File: src/design/wsp_queue.sv
// ----------------------------------------------------------------------------
// wsp_queue
// Short first-in first-out queue between front and back, registered read.
// ----------------------------------------------------------------------------
module wsp_queue #(
  parameter int unsigned WIDTH = 8,
  parameter int unsigned DEPTH = 4
) (
  input  logic                         clk_i,
  input  logic                         rst_ni,
  input  logic                         push_i,
  input  logic [WIDTH-1:0]             data_i,
  input  logic                         pop_i,
  output logic                         empty_o,
  output logic [$clog2(DEPTH+1)-1:0]   level_o,
  output logic                         valid_o,
  output logic [WIDTH-1:0]             data_o
);

  localparam int unsigned PTR_W = $clog2(DEPTH);
  localparam int unsigned CNT_W = $clog2(DEPTH + 1);

  logic [WIDTH-1:0] mem [DEPTH];
  logic [PTR_W-1:0] wr_q, wr_d, rd_q, rd_d;
  logic [CNT_W-1:0] cnt_q, cnt_d;
  logic             valid_q;
  logic [WIDTH-1:0] data_q;

  // Advance pointers and the fill level
  always_comb begin
    wr_d  = wr_q;
    rd_d  = rd_q;
    cnt_d = cnt_q;
    if (push_i) begin
      wr_d = (wr_q == PTR_W'(DEPTH - 1)) ? '0 : wr_q + PTR_W'(1);
    end
    if (pop_i) begin
      rd_d = (rd_q == PTR_W'(DEPTH - 1)) ? '0 : rd_q + PTR_W'(1);
    end
    if (push_i && !pop_i) begin
      cnt_d = cnt_q + CNT_W'(1);
    end else if (!push_i && pop_i) begin
      cnt_d = cnt_q - CNT_W'(1);
    end
  end

  always_ff @(posedge clk_i or negedge rst_ni) begin
    if (!rst_ni) begin
      wr_q    <= '0;
      rd_q    <= '0;
      cnt_q   <= '0;
      valid_q <= 1'b0;
    end else begin
      wr_q    <= wr_d;
      rd_q    <= rd_d;
      cnt_q   <= cnt_d;
      valid_q <= pop_i;
    end
  end

  // Store the request and read the oldest one
  always_ff @(posedge clk_i) begin
    if (push_i) begin
      mem[wr_q] <= data_i;
    end
    if (pop_i) begin
      data_q <= mem[rd_q];
    end
  end

  assign empty_o = (cnt_q == '0);
  assign level_o = cnt_q;
  assign valid_o = valid_q;
  assign data_o  = data_q;

endmodule

File: config.mk
export PLATFORM = sky130hd
export DESIGN_NAME = wsp_queue
export DESIGN_NICKNAME = d
export VERILOG_FILES = /design/src/design/wsp_queue.sv
export SDC_FILE = /design/constraint.sdc
export NUM_CORES = 1
export LEC_CHECK = 0
export ABC_AREA = 1
export BUFFER_PORTS_ARGS = -buffer_cell sky130_fd_sc_hd__buf_2
export CORE_MARGIN = 10
export CORE_UTILIZATION = 40
export DETAILED_ROUTE_END_ITERATION = 16
export MAX_ROUTING_LAYER = met4
export PLACE_DENSITY = 0.65
export SLEW_MARGIN = 20
export SYNTH_ARGS = -nofsm -noshare
export SYNTH_HDL_FRONTEND = slang
export SYNTH_SLANG_ARGS = --single-unit
File: constraint.sdc
create_clock -name clk_i -period 1.7 [get_ports clk_i]
set_input_delay 0.255 -clock clk_i [delete_from_list [all_inputs] [get_ports clk_i]]
set_output_delay 0.255 -clock clk_i [all_outputs]
set_load 0.02 [all_outputs]
==> flow_summary.json, run 1 <==
{
  "synthSimpleGateAreaFrac_pct": 8.286,
  "dp_hpwl_um": 2232,
  "p_leak_nw": 0.9804,
  "status": "finished, final reports clean",
  "fin_setup_tns_ns": 0,
  "firstDrtPassIters": 4,
  "fin_worst_skew_ns": 0.007366,
  "clkSinkCount": 48,
  "synth_top_area_share_pct": 61.19,
  "slew_violations": 0,
  "synth.avg_cell_area_um2": 12.92,
  "start_util_pct": 41.29,
  "overflow": 0,
  "ys_seq_area_share_pct": 71.38,
  "internal_power_mw": 2.391,
  "crit_required_ns": 1.44,
  "yosys-mux-area-fraction_pct": 0,
  "die_h_um": 90.06,
  "hp-start": "data_i[3]",
  "power.density_mw_per_mm2": 1587,
  "syn_inst": 152,
  "r2r-start": "wr_q[0]$_DFFE_PN0P_",
  "pwr-share-seq_pct": 49.6,
  "report.final.setup_viol": 0,
  "pwr-share-clk_pct": 23.1,
  "fmax_ghz": 0.7314,
  "core_mm2": 0.004755,
  "synth_compound_area_share_pct": 7.393,
  "antenna_found_initial": 0,
  "worst_setup_path_end_kind": "output pin",
  "synth_nets": 171,
  "p_sw_mw": 1.194,
  "grt_pass1_vias": 1067,
  "die-area_mm2": 0.008110,
  "cts_buffer_depth": 2,
  "hold_end": "mem[2][3]$_DFFE_PP_",
  "grt_start_max_net_pins": 34,
  "regToRegEndpoint": "mem[2][5]$_DFFE_PP_",
  "routed_wl_um": 3216,
  "io_pins": 25,
  "path_max_fanout": 4,
  "min_period_over_period_pct": 80.42,
  "critPathArrivalTime_ns": 1.11,
  "slew_headroom_pct": 67.23,
  "synth_top_family_by_area": "simple AND/OR/NAND/NOR gates",
  "worstRegToRegCells": 4,
  "reg2reg_slack_ns": 0.35,
  "final_nets": 200,
  "die_w_um": 90.06,
  "synth-adder-area-share_pct": 4.844,
  "drv_cap": 0,
  "grt_pass1_wl_um": 5313,
  "ant_nets": 0,
  "path_class": "reg2out",
  "ys_ff_latch": 48,
  "port_buffers": 24,
  "drive_gt1_share_pct": 19.23,
  "synth_xor_area_share_pct": 0.4461,
  "peakVddDrop_v": 0.0006042,
  "cts-buffers-inserted": 5,
  "wl_per_cell_um": 12.92,
  "whs_ns": 0.1637,
  "track_usage_pct": 8.574,
  "h-tree-depth": 2,
  "cts_setup_buffers": 0,
  "syn-cell-area_mm2": 0.001963,
  "hp-class": "in2reg",
  "holdPathStages": 1,
  "clock_latency_ns": 0.30,
  "p_comb_share_pct": 27.3,
  "hold_viol_final": 0,
  "num_rows": 25,
  "crit_path_start_kind": "flip-flop",
  "worst_pin_slew_ns": 0.4909,
  "cts_root_buf": "clkbuf_8",
  "first_iter_violations": 114,
  "p_sw_share_pct": 33.29,
  "yosysUniqueCellTypes": 17,
  "vias": 1102,
  "period_needed_ns": 1.367,
  "gp_congestion": 0.7034,
  "cts_tree": "yes",
  "drc": 0,
  "vias_per_cell": 4.426,
  "synth.area.top_cells": "edfxtp_1 61%, dfrtp_1 10%, nand2_1 7.3%, o211ai_1 6.1%, inv_1 5.2%",
  "synth_largest_area_cell": "edfxtp_1",
  "antennaDiodeCount": 0,
  "ys_warn_count": 0,
  "area_growth_pct": 15.04,
  "rsz0062_at_grt": "no",
  "clkTransAtPathRegs_ns": 0.09
}
routing by layer:
| metal | GRT usage (%) | vias up | wire length [um] |
|---|---|---|---|
| li1 | - | 571 | - |
| met1 | 8.597 | 510 | 1308 |
| met2 | 14.83 | 15 | 1715 |
| met3 | 3.076 | 6 | 136 |
| met4 | 3.581 | 0 | 56 |
| met5 | - | - | 0 |
cell type report:
cell class | instances | area, um2
Inverter | 29 | 108.9
Clock buffer | 5 | 68.82
Sequential cell | 48 | 1401
Multi-Input combinational cell | 71 | 411.6
Clock inverter | 3 | 46.29
Timing Repair Buffer | 26 | 137.6
Fill cell | 440 | 2496
Tap cell | 67 | 83.83
state kept, by name, indices dropped and copies added, names as in the netlist:
register,cells
mem,32
data_o,8
level_o,3
rd_q,2
wr_q,2
valid_o,1
stage by stage:
stage / std cells / setup slack (ns) / total power [mW] / cell area (um2) / util (%)
after CTS: 249 / 0.3020 / 3.645 / 2258 / 47.50
after global routing: 249 / 0.1937 / 3.851 / 2258 / 47.50
after global placement: 240 / 0.3012 / 2.778 / 2133 / 44.87
final: 249 / 0.3328 / 3.585 / 2258 / 47.50
after floorplan: 152 / 0.4016 / 2.554 / 1963 / -
after detailed placement: 240 / 0.2391 / 2.812 / 2133 / 44.87
logic make-up after synthesis:
logic type | after synthesis
compound gates | 21
buf+inv | 33
fa+ha+maj | 7
xor+xnor | 1
simple gates | 42
flops | 48
worst max-delay path by stage:
stage,start,end,slack (ns)
global route,rd_q[0]$_DFFE_PN0P_,data_o[3]$_DFFE_PP_,0.19
floorplan,level_o[0]$_DFFE_PN0P_,level_o[2]$_DFFE_PN0P_,0.40
CTS,level_o[0]$_DFFE_PN0P_,empty_o,0.30
detailed placement,push_i,level_o[2]$_DFFE_PN0P_,0.24
global placement,push_i,level_o[2]$_DFFE_PN0P_,0.30
finish,level_o[0]$_DFFE_PN0P_,empty_o,0.33
power groups by stage:
| stage | combinational (mW) | sequential, mW | clock [mW] |
|---|---|---|---|
| floorplan | 0.652 | 1.90 | 0 |
| global route | 1.13 | 1.82 | 0.902 |
| finish | 0.979 | 1.78 | 0.827 |
| global placement | 0.968 | 1.81 | 0 |
| CTS | 1.01 | 1.78 | 0.854 |
| detailed placement | 1.00 | 1.81 | 0 |
placed cells by master, fill, tap and decap left out:
master,synthesis,final
clkbuf_8,0,5
dfrtp_1,8,8
ha_1,6,6
dlygate4sd3_1,0,1
nand4_1,1,1
inv_2,2,2
fa_1,1,1
bufinv_16,0,1
xnor2_1,1,1
a21oi_1,1,1
buf_2,0,24
nor3_1,1,1
nor2_1,1,1
o211ai_1,16,16
inv_1,27,27
nand2_1,38,38
o21ai_0,4,4
inv_6,0,1
nand3_1,1,1
buf_4,1,1
edfxtp_1,40,40
clkinvlp_4,0,1
cells in the mapped netlist:
master and n:
a21oi_1 1, buf_4 1, buf_6 3, dfrtp_1 8, edfxtp_1 40, fa_1 1, ha_1 6, inv_1 27
inv_2 2, nand2_1 38, nand3_1 1, nand4_1 1, nor2_1 1, nor3_1 1, o211ai_1 16, o21ai_0 4
xnor2_1 1
what timing repair did:
| item | in CTS | in global routing |
|---|---|---|
| hold buffers | 1 | 0 |
| hold endpoints to repair | 8 | 0 |
| resized for setup | 0 | 0 |
critical path, cell delays in order (launching register included):
cell and delay [ns]:
dfrtp_1 0.44, nor3_1 0.19, buf_2 0.19
Power figures use the tool's default switching activity.
==> run 2, diff against run 1 <==
- PLACE_DENSITY: 0.65 -> 0.67
- clock period: 1.7 -> 1.1 ns (I/O delays scaled with it)
==> run 2 against run 1 <==
  * The flow now finishes with violations (setup timing)
  * Via count is 16% higher
  * Worst hold slack got worse by 0.099 ns
  * Sequential power up 57%
  * Non-clock buffer count increased by 21
  * Global-route usage grew 1.3 points
  * Combinational power increased to 3.0 times the previous value
  * Worst setup slack got worse by 0.57 ns
  * Critical path type unchanged
  * Critical endpoint unchanged
  * Highest routed layer unchanged
==> flow_summary.json, run 2 (synthesis results as in run 1) <==
{
  "die_h_um": 90.06,
  "io_pins": 25,
  "hold_viol_final": 0,
  "cts_tree": "yes",
  "first_iter_violations": 59,
  "slew_violations": 0,
  "path_max_fanout": 2,
  "clkSinkCount": 48,
  "power_mw": 6.992,
  "crit_required_ns": 0.94,
  "multi_input_area_um2": 568.0,
  "cts_buffer_depth": 2,
  "drc": 0,
  "fmax_ghz": 0.7500,
  "top_register": "mem",
  "h-tree-depth": 2,
  "violations": "setup timing",
  "fin_worst_skew_ns": 0.007215,
  "routed_wl_um": 3985,
  "gp_congestion": 0.6701,
  "start_util_pct": 41.29,
  "antennaDiodeCount": 0,
  "core_mm2": 0.004755,
  "num_rows": 25,
  "status": "complete, but fails checks",
  "clkTransAtPathRegs_ns": 0.09,
  "seq_area_mm2": 0.001409,
  "layout_common_cells": "40 x edfxtp_1, 21 x inv_1, 21 x nand2_1",
  "grt_pass1_vias": 1229,
  "peakVddDrop_v": 0.001052,
  "final_nets": 224,
  "cts_root_buf": "clkbuf_8",
  "critPathArrivalTime_ns": 1.17,
  "die_w_um": 90.06,
  "report.final.setup_viol": 48,
  "path_class": "reg2out",
  "vias": 1279,
  "firstDrtPassIters": 5,
  "port_buffers": 24,
  "die-area_mm2": 0.008110,
  "finalNonFillerCells": 273,
  "drive_gt1_share_pct": 47.09,
  "track_usage_pct": 9.896,
  "p_leak_nw": 1.155,
  "grt_start_max_net_pins": 17,
  "worst_setup_path_end_kind": "output pin",
  "largest_register_ff_count": 32,
  "worst_slack_ns": -0.2333,
  "cts-buffers-inserted": 5,
  "vias_per_cell": 4.685,
  "clock_latency_ns": 0.31,
  "power.density_mw_per_mm2": 2576,
  "worst_pin_slew_ns": 0.1952,
  "ant_nets": 0,
  "crit_path_start_kind": "flip-flop",
  "final_common_cell": "edfxtp_1",
  "fillCellCount": 403,
  "drv_cap": 0,
  "period_needed_ns": 1.333,
  "min_period_over_period_pct": 121.2,
  "area_growth_pct": 38.24,
  "dp.cells": 249,
  "wl_per_cell_um": 14.60,
  "dp_hpwl_um": 2397,
  "hp-class": "in2reg",
  "slew_headroom_pct": 86.98,
  "antenna_found_initial": 0,
  "rsz0062_at_grt": "yes",
  "grt_pass1_wl_um": 6078,
  "overflow": 0
}
## run 2: changes by cell type in the layout (fill, tap and decap cells not counted), sizes merged
cell	before	now
inv	30	29
buf	25	46
clkinvlp	1	0
clkinv	0	5
## run 2: worst paths after layout
check                                  startpoint  slack, ns                endpoint  depth (start not counted)
max in group asynchronous                  rst_ni       0.69     wr_q[0]$_DFFE_PN0P_                          2
min in group asynchronous                  rst_ni       0.22  level_o[0]$_DFFE_PN0P_                          2
setup / recovery           level_o[1]$_DFFE_PN0P_      -0.23                 empty_o                          3
hold reg to reg               mem[1][5]$_DFFE_PP_       0.57     data_o[5]$_DFFE_PP_                          2
hold / removal                          data_i[3]       0.06     mem[1][3]$_DFFE_PP_                          1
setup reg to reg           level_o[0]$_DFFE_PN0P_      -0.17  level_o[2]$_DFFE_PN0P_                          6
## run 2: timing repair
action,CTS,global route
setup endpoints to repair,45,48
endpoints found under the hold margin,8,0
buffers inserted,7,5
cloned,2,1
pin swaps,11,15
resized for setup,47,38
hold buffers,1,0
## run 2: worst max-delay path, stage by stage, from the launching register on
cell	delay, ns
dfrtp_2	0.42
buf_6	0.12
nor3_4	0.18
buf_6	0.14
## run 2: area by class of cell
class | instances | share of cell area [%]
well taps | 67 | 3.089
clock inverters | 3 | 1.752
inverters | 29 | 5.394
multi-input cells | 71 | 20.93
clock buffers | 5 | 2.536
flip-flops and latches | 48 | 51.91
repair buffers | 47 | 13.32
repair inverters | 3 | 1.060
## run 2: per-layer routing
layer / up-vias / routed length [um] / global-route usage (%)
met5: - / 0 / -
li1: 621 / - / -
met3: 7 / 128 / 2.909
met2: 23 / 2176 / 16.89
met4: 0 / 92 / 5.438
met1: 628 / 1588 / 10.01
## run 2: stage by stage
stage | setup slack, ns | cell area (um2) | utilization, % | TNS (ns) | hold slack (ns)
3_5_place_dp | -0.2718 | 2206 | 46.39 | -5.047 | 0.01913
6_report | -0.2333 | 2714 | 57.08 | -1.874 | 0.06427
2_1_floorplan | -0.06211 | 1968 | - | -0.1494 | -0.1306
5_1_grt | -0.2629 | 2714 | 57.08 | -3.732 | 0.05689
4_1_cts | -0.2309 | 2545 | 53.53 | -1.758 | 0.06147
3_3_place_gp | -0.1929 | 2206 | 46.39 | -4.352 | 0.01817
## run 2: power breakdown
group / switching [mW] / internal, mW
sequential: 0.268 / 2.53
clock: 0.617 / 0.685
combinational: 1.56 / 1.34
total: 2.45 / 4.55
